**config.mk**
```make
export PLATFORM = sky130hd
export DESIGN_NAME = ssvs_cell
export DESIGN_NICKNAME = d
export VERILOG_FILES = /design/src/rtl/core/ssvs_pkg.sv /design/src/rtl/core/ssvs_cell.sv
export SDC_FILE = /design/constraint.sdc
export NUM_CORES = 1
export LEC_CHECK = 0
export BUFFER_PORTS_ARGS = -buffer_cell sky130_fd_sc_hd__buf_2
export CAP_MARGIN = 20
export CORE_MARGIN = 8
export CORE_UTILIZATION = 37
export DETAILED_ROUTE_END_ITERATION = 16
export PLACE_DENSITY_LB_ADDON = 0.05
export RECOVER_POWER = 100
export SLEW_MARGIN = 40
export SYNTH_ARGS = -nofsm -noshare
export SYNTH_HDL_FRONTEND = slang
export SYNTH_SLANG_ARGS = --single-unit
export TNS_END_PERCENT = 10
```
**constraint.sdc**
```tcl
create_clock -name i_clk -period 0.8 [get_ports i_clk]
set_input_delay 0.08 -clock i_clk [delete_from_list [all_inputs] [get_ports i_clk]]
set_output_delay 0.08 -clock i_clk [all_outputs]
set_load 0.01 [all_outputs]
```
**src/rtl/core/ssvs_pkg.sv**
```systemverilog
// Shared types, sizes and codes for the sorted sparse vector store.
// No dependencies; imported by every module in rtl/core.
`timescale 1ns / 1ps

package ssvs_pkg;

    // number of (coordinate, value) cells in the ring
    localparam int CAPACITY = 256;
    // register stages of the Q32.32 multiplier
    localparam int MUL_LAT  = 5;
    localparam int CNT_W    = $clog2(CAPACITY + 1);
    localparam int POS_W    = $clog2(CAPACITY + MUL_LAT);

    // operation codes
    localparam logic [2:0] FN_GET   = 3'd0;
    localparam logic [2:0] FN_SET   = 3'd1;
    localparam logic [2:0] FN_INC   = 3'd2;
    localparam logic [2:0] FN_SCALE = 3'd3;
    localparam logic [2:0] FN_CLEAR = 3'd4;
    localparam logic [2:0] FN_READ  = 3'd5;

    // status codes
    localparam logic [2:0] STS_OK     = 3'd0;
    localparam logic [2:0] STS_RANGE  = 3'd1;
    localparam logic [2:0] STS_FULL   = 3'd2;
    localparam logic [2:0] STS_BADPOS = 3'd3;
    localparam logic [2:0] STS_SAT    = 3'd4;

    localparam logic [63:0] VAL_MAX = 64'h7FFF_FFFF_FFFF_FFFF;
    localparam logic [63:0] VAL_MIN = 64'h8000_0000_0000_0000;

    typedef logic [31:0] t_key;
    typedef logic [63:0] t_val;

    // multiplier output: the key that rode along, product and clamp flag
    typedef struct packed {
        t_key key;
        t_val q;
        logic sat;
    } t_mul_out;

endpackage

```
**src/rtl/core/ssvs_cell.sv**
```systemverilog
// One storage cell of the ring: a coordinate and its Q32.32 value.
// Depends on ssvs_pkg.
`timescale 1ns / 1ps

module ssvs_cell (
    input  logic          i_clk,
    input  logic          i_shift,
    input  ssvs_pkg::t_key i_key,
    input  ssvs_pkg::t_val i_val,
    output ssvs_pkg::t_key o_key,
    output ssvs_pkg::t_val o_val
);
    import ssvs_pkg::*;

    t_key r_key;
    t_val r_val;

    // take the neighbor's pair while the ring rotates, hold otherwise
    always_ff @(posedge i_clk) begin
        if (i_shift) begin
            r_key <= i_key;
            r_val <= i_val;
        end
    end

    assign o_key = r_key;
    assign o_val = r_val;

endmodule

```
* Yosys cells after proc, flatten, opt, wreduce, memory -nomap -nowiden
Cells that the tools add are included.
** Storage, ports and cells
- Input port bits :: 98
- Register bits after elaboration :: 96
- Output and inout port bits :: 96

* Depth between registers and ports, before layout
Gate-level depths: netlist of the first run.
- Depth in word-level cells :: 0
- Gate-level depth with buffers :: 0
- Depth with buffers taken out :: 0

* Worst setup path before layout of the first run
Ideal clock, no wire load.
- Path kind :: register to output
- From :: register r_key[0], in the netlist o_key[0]
- To :: output port o_key[0]
- Required time :: 0.720 ns
- Setup slack :: 0.326 ns
- Data arrival time :: 0.394 ns
- Stages on the path, launching flop included :: 1
- Path through :: edfxtp_1
** RTL lines
- start, declared :: line ssvs_cell.sv:15 : t_key r_key;
- start signal, assigned :: line ssvs_cell.sv:21 : r_key <= i_key;
- end, declared :: line ssvs_cell.sv:10 : output ssvs_pkg::t_key o_key,
No word-level cell between the ends.

* Final worst setup path of the first run
- From :: register r_key[8], in the netlist o_key[8]
- To :: output port o_key[8]
No word-level cell between the ends.

==> flow_summary_export.csv, run 1 <==
group,metric,value,unit
run_status,status,"complete, but fails checks",
run_status,violations,"setup timing",
timing,timing.final.ws_setup,-0.171,ns
route,drc_errors,0,
timing,fmax,1030,MHz
layout,layout_commonest_cell,"buf_2",
job,drv_cap,0,
route,drtAntennaViolNets,0,
synth,synth_top_area_share,100,%
placed_design,place_hpwl,5770,um
timing,maxSlewViolCount,0,
clocking,tritoncts,"done",
synth,ys_seq_elements,96,
die,io_pins,194,
timing,worst_pin_slew,0.352,ns
worst_hold_path,hold_path.class,"primary input to flop",
critical_path,cp.depth,1,
critical_path,crit_fanout,1,
critical_path,crit_buf_inv,1,
die,die_y,104,um
die,placementRows,32,
global_routing,grtUsageTotal,15.6,%
die,start_util,37.7,%
timing,worst_slew_margin_rel,76.5,%
timing,finalCriticalPeriod,0.971,ns
route,vias,2115,
die,die_x,104,um
critical_path,critical_path_required,0.72,ns
global_routing,grt_pass1_vias,2438,
synth,ys_types,1,
layout,fin_nets,499,
clocking,ctsLongestPathBuffers,2,
synth,synth_fp_nets,194,
synth,syn-instance-count,96,
route,wl_per_cell,16.6,um
die,core,7650,sq um
layout,drive_gt1_share,51.9,%
layout,layout.area.seq,2880,sq um
synth,synth.avg_cell_area,30.0,sq um
layout,fillCellCount,556,
global_routing,grt_pass1_wl,13200,um
clocking,htree_levels,3,
route,routed_wl,8400,um
timing,rsz0062_at_grt,"yes",
power_and_ir_drop,pwr_density_cell,2060,nW/um^2
timing,hold_ws,0.124,ns
clocking,clockRootBuffer,"clkbuf_8",
synth,synth_area,2880,sq um
critical_path,critical_path_class,"flop to output port",
clocking,cts_buffers,9,
die,die_area,10900,sq um
power_and_ir_drop,leakage,2.23,nW
placed_design,gp_congestion,0.676,
critical_path,startpoint,"o_key[8]",
placed_design,port_buffers,193,
global_routing,grt_max_degree,42,
critical_path,worstPathCellList,"buf_2",
global_routing,grt.overflow.total,0,
layout,multiInputGateArea,0,sq um
critical_path,cp-end-kind,"output port",
global_routing,antenna_found_initial,0,
clocking,clock_sinks,96,
critical_path,start_kind,"flop",
synth,ys_seq_area_share,100,%
critical_path,crit_family,"flip-flops",
timing,min_period_over_period,121,%
route,dr.pass1.iters,4,
layout,final_util,68.0,%
synth,synth_largest_area_cell,"edfxtp_1",
layout,final_cell_mix,"buf_2 (189), dlygate4sd3_1 (96), edfxtp_1 (96)",
synth,yosysWarnings,0,
critical_path,slowest_stage,"edfxtp_1",
critical_path,worstPathArrival,0.89,ns
power_and_ir_drop,peakVddDrop,1.08,mV
layout,antenna_cells,0,
layout,areaGrowthSynthToFinish,80.4,%
clocking,cts_setup_buffers,0,
critical_path,crit_path_end,"o_key[8]",
timing,finalSetupViolCount,96,
synth,synthTopCellsByArea,"edfxtp_1 (100%)",
route,drt_iter0_markers,37,
placed_design,dp_slack,-0.0178,ns
route,avgViaCountPerCell,4.17,
timing,hold_viol_final,0,
critical_path,critPathMaxStageDelay,0.39,ns
clocking,cts.clk_slew.worst_paths,0.09,ns
layout,multi_input_cells,0,
[cell usage after synthesis]
cell type,n
edfxtp_1,96
[final cells by class]
| type | count | share of cell area, % |
|---|---|---|
| clock inverters | 5 | 1.56 |
| flip-flops and latches | 96 | 55.4 |
| clock buffers | 10 | 2.45 |
| well taps | 102 | 2.45 |
| repair buffers | 294 | 38.1 |
[cells by family after synthesis]
family,synth area share [%]
DFF,100
[power by group]
part / switching (mW) / internal, mW
Sequential: 0.0898 / 5.97
Combinational: 0.615 / 0.744
Clock: 1.53 / 1.75
Total: 2.24 / 8.46
[flip-flops by register name, indices dropped and copies added (netlist names)]
register  flops
o_key        32
o_val        64
[per-stage QoR]
step | power, mW | area, sq um | instances | TNS [ns]
floorplan | 6.41 | 2880 | 96 | 0
global placement | 7.15 | 4040 | 396 | -0.403
detailed placement | 7.17 | 4040 | 396 | -0.651
CTS | 10.8 | 5210 | 507 | -15.20
global route | 11.1 | 5200 | 507 | -17.77
finish | 10.7 | 5200 | 507 | -12.78
[routing by layer]
layer,global-route usage (%),wire length (um)
met1,15.9,3070
met2,27.7,4380
met3,6.20,807
met4,6.10,141
met5,0,0
[worst min path at each step]
stage / startpoint / end / slack [ns] / depth (start not counted)
detailed placement: i_val[40] / o_val[40] / 0.26 / 1
floorplan: i_key[0] / o_key[0] / 0.18 / 0
global route: i_shift / o_val[56] / 0.14 / 1
finish: i_shift / o_val[56] / 0.12 / 1
CTS: i_shift / o_val[56] / 0.01 / 1
global placement: i_val[40] / o_val[40] / 0.26 / 1
[repair_timing]
action	4_1_cts	5_1_grt
gates resized for setup	0	3
endpoints found under the setup margin	96	96
endpoints found under the hold margin	96	0
hold buffers	96	0
Power figures use the tool's default switching activity.
==> run 2: changes to the inputs <==
--- a/config.mk
+++ b/config.mk
@@ -12,6 +12,7 @@
 export DETAILED_ROUTE_END_ITERATION = 16
 export PLACE_DENSITY_LB_ADDON = 0.05
 export RECOVER_POWER = 100
+export SETUP_SLACK_MARGIN = 0.5
 export SLEW_MARGIN = 40
 export SYNTH_ARGS = -nofsm -noshare
 export SYNTH_HDL_FRONTEND = slang
==> run 2 against run 1 <==
Against the previous run:
- the run ends with hold timing, setup timing left
- hold slack worse by 0.22 ns
- setup slack better by 0.019 ns
- flip-flop and latch count unchanged
- sequential share of layout area grew 12 points
- critical path depth unchanged
- highest routed layer unchanged
- non-clock buffer count fell by 96
- critical endpoint is now o_val[46]
- fmax is 2.0% higher
- cell count is 19% lower
- count of clock-buffer cells in the layout did not move
- routed wire length fell by 15%
- via count is 19% lower
==> flow_summary_export.csv, run 2 (same netlist as run 1, synthesis figures left out) <==
group,metric,value,unit
critical_path,crit_family,"flip-flops",
die,die_area,10900,sq um
critical_path,start_kind,"flop",
power_and_ir_drop,power_switching,2.15,mW
timing,maxSlewViolCount,0,
critical_path,startpoint,"o_val[46]",
power_and_ir_drop,leakage,1.84,nW
run_status,status,"complete, but fails checks",
die,die_x,104,um
route,drt_iter0_markers,63,
critical_path,crit_fanout,1,
clocking,clockRootBuffer,"clkbuf_8",
critical_path,critical_path_required,0.72,ns
layout,areaGrowthSynthToFinish,48.0,%
placed_design,place_hpwl,5770,um
clocking,cts.clk_slew.worst_paths,0.09,ns
worst_hold_path,hold_path.class,"primary input to flop",
critical_path,cp-end-kind,"output port",
clocking,tritoncts,"done",
clocking,cts_setup_buffers,0,
placed_design,place_inst,396,
timing,timing.final.ws_setup,-0.151,ns
power_and_ir_drop,p_comb_share,9.5,%
power_and_ir_drop,p_int,8.17,mW
layout,largest_reg_flops,64,
placed_design,gp_congestion,0.676,
placed_design,port_buffers,193,
run_status,violations,"hold timing, setup timing",
layout,fin_cells,411,
route,vias,1717,
global_routing,antenna_found_initial,0,
critical_path,critPathMaxStageDelay,0.38,ns
timing,fmax,1050,MHz
route,routed_wl,7140,um
route,drtAntennaViolNets,0,
layout,multiInputGateArea,0,sq um
layout,final_util,55.8,%
critical_path,crit_buf_inv,1,
power_and_ir_drop,sw_frac_of_total,20.9,%
layout,antenna_cells,0,
die,placementRows,32,
route,dr.pass1.iters,4,
critical_path,slowest_stage,"edfxtp_1",
timing,rsz0062_at_grt,"yes",
power_and_ir_drop,clockPowerShare,31.9,%
die,core,7650,sq um
timing,finalSetupViolCount,96,
die,die_y,104,um
layout,fillCellCount,651,
global_routing,grtUsageTotal,13.0,%
global_routing,grt_max_degree,42,
timing,min_period_over_period,119,%
power_and_ir_drop,peakVddDrop,1.05,mV
global_routing,grt.overflow.total,0,
timing,worst_slew_margin_rel,62.8,%
route,wl_per_cell,17.4,um
die,start_util,37.7,%
layout,final_cell_mix,"buf_2 (191), edfxtp_1 (96), clkbuf_8 (9)",
die,io_pins,194,
route,avgViaCountPerCell,4.18,
timing,finalSetupTns,-12.32,ns
clocking,htree_levels,3,
critical_path,worstPathCellList,"buf_2",
layout,fin_nets,403,
clocking,ctsLongestPathBuffers,2,
clocking,cts_buffers,9,
global_routing,grt_pass1_wl,10700,um
worst_hold_path,worstHoldStart,"i_val[16]",
timing,finalCriticalPeriod,0.951,ns
power_and_ir_drop,power_frac_seq,58.6,%
global_routing,grt_pass1_vias,1884,
critical_path,critical_path_class,"flop to output port",
job,drv_cap,0,
route,drc_errors,0,
layout,layout.area.seq,2880,sq um
layout,layout_commonest_cell,"buf_2",
power_and_ir_drop,pwr_density_cell,2420,nW/um^2
critical_path,worstPathArrival,0.87,ns
timing,hold_ws,-0.0934,ns
timing,worst_pin_slew,0.557,ns
timing,hold_viol_final,96,
clocking,clock_sinks,96,
layout,multi_input_cells,0,
layout,drive_gt1_share,68.3,%
## run 2: cell types whose count changed in the layout (fill, tap and decap cells not counted)
cell           before  now
buf_4               0    3
dlygate4sd3_1      96    0
clkbuf_1            3    2
clkbuf_2            2    0
buf_2             189  191
buf_6               5    1
buf_16              0    2
## run 2: path summary, 6_finish.rpt
| path | endpoint | slack, ns | cells after the start |
|---|---|---|---|
| worst max-delay path | o_val[46] | -0.15 | 1 |
| worst min-delay path | o_val[16] | -0.09 | 1 |
## run 2: routing by layer
| metal | track usage, % | up-vias | share of wire, % |
|---|---|---|---|
| met2 | 21.6 | 106 | 51 |
| li1 | - | 808 | - |
| met1 | 13.6 | 797 | 38 |
| met3 | 6.44 | 6 | 11 |
| met5 | 0 | - | 0 |
| met4 | 5.27 | 0 | 0.77 |
## run 2: timing repair
item | in CTS | in global routing
endpoints found under the setup margin | 191 | 165
hold endpoints to repair | 97 | 97
gates resized for setup | 6 | 1
## run 2: cell type report
class	instances	area share, %
timing repair buffer	198	24.6
clock inverter	5	1.91
sequential	96	67.5
tap	102	2.99
clock buffer	10	2.99
## run 2: metrics by stage
step | setup slack [ns] | total power, mW | cell area, sq um
finish | -0.151 | 10.3 | 4270
global route | -0.207 | 10.7 | 4270
CTS | -0.188 | 10.5 | 4280
detailed placement | -0.0178 | 7.17 | 4040
global placement | -0.0120 | 7.15 | 4040
floorplan | 0.326 | 6.41 | 2880
## run 2: power by group through the flow
stage / logic [mW] / clock network [mW] / registers, mW
finish: 0.985 / 3.29 / 6.05
global route: 1.07 / 3.59 / 6.09
floorplan: 0 / 0 / 6.41
CTS: 1.02 / 3.40 / 6.05
detailed placement: 1.00 / 0 / 6.17
global placement: 0.997 / 0 / 6.16
==> run 3: changes to the inputs <==
--- a/config.mk
+++ b/config.mk
@@ -5,9 +5,10 @@
 export SDC_FILE = /design/constraint.sdc
 export NUM_CORES = 1
 export LEC_CHECK = 0
+export ABC_AREA = 1
 export BUFFER_PORTS_ARGS = -buffer_cell sky130_fd_sc_hd__buf_2
 export CAP_MARGIN = 20
-export CORE_MARGIN = 8
+export CORE_MARGIN = 4
 export CORE_UTILIZATION = 37
 export DETAILED_ROUTE_END_ITERATION = 16
 export PLACE_DENSITY_LB_ADDON = 0.05
==> run 3 against run 2 <==
Against the previous run:
- the flow still finishes with violations (hold timing, setup timing)
- routed wire length down 12%
- fmax down 1.5%
- hold slack worse by 0.0070 ns
- sequential share of layout area up 1.6 points
- non-clock buffer count down 1
- highest routed layer unchanged
==> flow_summary_export.csv, run 3 (same netlist as run 1, synthesis figures left out) <==
group,metric,value,unit
layout,fin_nets,402,
route,drt_iter0_markers,37,
power_and_ir_drop,power_switching,2.12,mW
critical_path,worstPathCellList,"buf_6",
critical_path,slowest_stage,"edfxtp_1",
placed_design,place_inst,392,
timing,fmax,1040,MHz
critical_path,worstPathArrival,0.89,ns
die,io_pins,194,
power_and_ir_drop,sw_frac_of_total,22.1,%
critical_path,crit_family,"flip-flops",
job,drv_cap,0,
route,vias,1697,
die,die_area,9270,sq um
placed_design,gp_congestion,0.673,
power_and_ir_drop,p_comb_share,9.7,%
power_and_ir_drop,peakVddDrop,1.07,mV
global_routing,grt.overflow.total,0,
layout,multiInputGateArea,0,sq um
power_and_ir_drop,leakage,1.79,nW
timing,maxSlewViolCount,0,
global_routing,grt_pass1_vias,1644,
timing,hold_viol_final,96,
route,dr.pass1.iters,4,
global_routing,grt_pass1_wl,8630,um
critical_path,cp-end-kind,"output port",
critical_path,start_kind,"flop",
timing,timing.final.ws_setup,-0.166,ns
die,placementRows,31,
die,die_x,96.3,um
layout,areaGrowthSynthToFinish,44.6,%
global_routing,antenna_found_initial,0,
layout,layout_commonest_cell,"buf_2",
power_and_ir_drop,power_frac_seq,62.8,%
critical_path,critical_path_required,0.72,ns
critical_path,cp.depth,1,
timing,min_period_over_period,121,%
route,routed_wl,6290,um
die,die_y,96.3,um
placed_design,dp_slack,0.00854,ns
timing,finalSetupTns,-12.85,ns
layout,final_util,56.3,%
layout,antenna_cells,0,
timing,hold_ws,-0.100,ns
worst_hold_path,hold_path.class,"primary input to flop",
run_status,violations,"hold timing, setup timing",
clocking,ctsLongestPathBuffers,2,
timing,finalCriticalPeriod,0.966,ns
clocking,cts_setup_buffers,0,
clocking,clock_sinks,96,
route,drtAntennaViolNets,0,
route,avgViaCountPerCell,4.16,
clocking,cts.clk_slew.worst_paths,0.09,ns
critical_path,critical_path_class,"flop to output port",
power_and_ir_drop,pwr_density_cell,2310,nW/um^2
power_and_ir_drop,p_int,7.50,mW
global_routing,grtUsageTotal,13.4,%
route,drc_errors,0,
layout,final_cell_mix,"buf_2 (191), edfxtp_1 (96), clkbuf_8 (9)",
die,core,7410,sq um
worst_hold_path,hold_depth,1,
critical_path,critPathMaxStageDelay,0.40,ns
timing,worst_pin_slew,0.518,ns
clocking,clockRootBuffer,"clkbuf_8",
run_status,status,"complete, but fails checks",
layout,largest_reg_flops,64,
timing,worst_slew_margin_rel,65.5,%
placed_design,place_hpwl,4930,um
power_and_ir_drop,clockPowerShare,27.5,%
route,wl_per_cell,15.4,um
placed_design,port_buffers,193,
clocking,tritoncts,"done",
layout,fillCellCount,633,
critical_path,crit_fanout,1,
die,start_util,38.9,%
critical_path,crit_buf_inv,1,
layout,fin_cells,408,
clocking,cts_buffers,9,
layout,multi_input_cells,0,
timing,rsz0062_at_grt,"yes",
global_routing,grt_max_degree,40,
clocking,htree_levels,3,
layout,drive_gt1_share,68.3,%
timing,finalSetupViolCount,96,
-- run 3: changes by cell type in the layout (fill, tap and decap cells not counted), sizes merged --
cell,before,now
clkbuf,11,15
clkinvlp,1,3
buf,197,192
inv,1,0
bufinv,2,0
clkinv,1,3
-- run 3: layer usage --
metal,up-vias,part of all wire (%),global-route usage (%)
li1,804,-,-
met1,771,34,14.6
met2,111,49,20.9
met3,11,14,6.25
met4,0,2.5,8.41
met5,-,0,0
-- run 3: path summary, 6_finish.rpt --
path | from | end | slack (ns)
worst min-delay path | i_val[47] | o_val[47] | -0.10
worst max-delay path | o_val[2] | o_val[2] | -0.17
-- run 3: final cells by class --
cell class            instances  area, sq um  area share [%]
timing repair buffer        197          997            23.9
sequential                   96         2880            69.2
clock inverter                6         36.3           0.871
tap                          99          124            2.97
clock buffer                 10          128            3.06
-- run 3: per-stage QoR --
step	area [sq um]	power, mW
5_1_grt	4170	10.1
2_1_floorplan	2880	6.41
3_5_place_dp	4030	7.14
4_1_cts	4230	9.82
3_3_place_gp	4030	7.13
6_report	4170	9.62
-- run 3: timing repair --
action	in CTS	in global routing
setup endpoints to repair	192	166
endpoints found under the hold margin	96	96
gates resized for setup	8	1
-- run 3: power by group through the flow --
| stage | combinational, mW | clock, mW | sequential (mW) |
|---|---|---|---|
| finish | 0.936 | 2.64 | 6.05 |
| global route | 1.02 | 2.97 | 6.08 |
| CTS | 1.00 | 2.77 | 6.05 |
| detailed placement | 0.977 | 0 | 6.16 |
| global placement | 0.971 | 0 | 6.16 |
| floorplan | 0 | 0 | 6.41 |
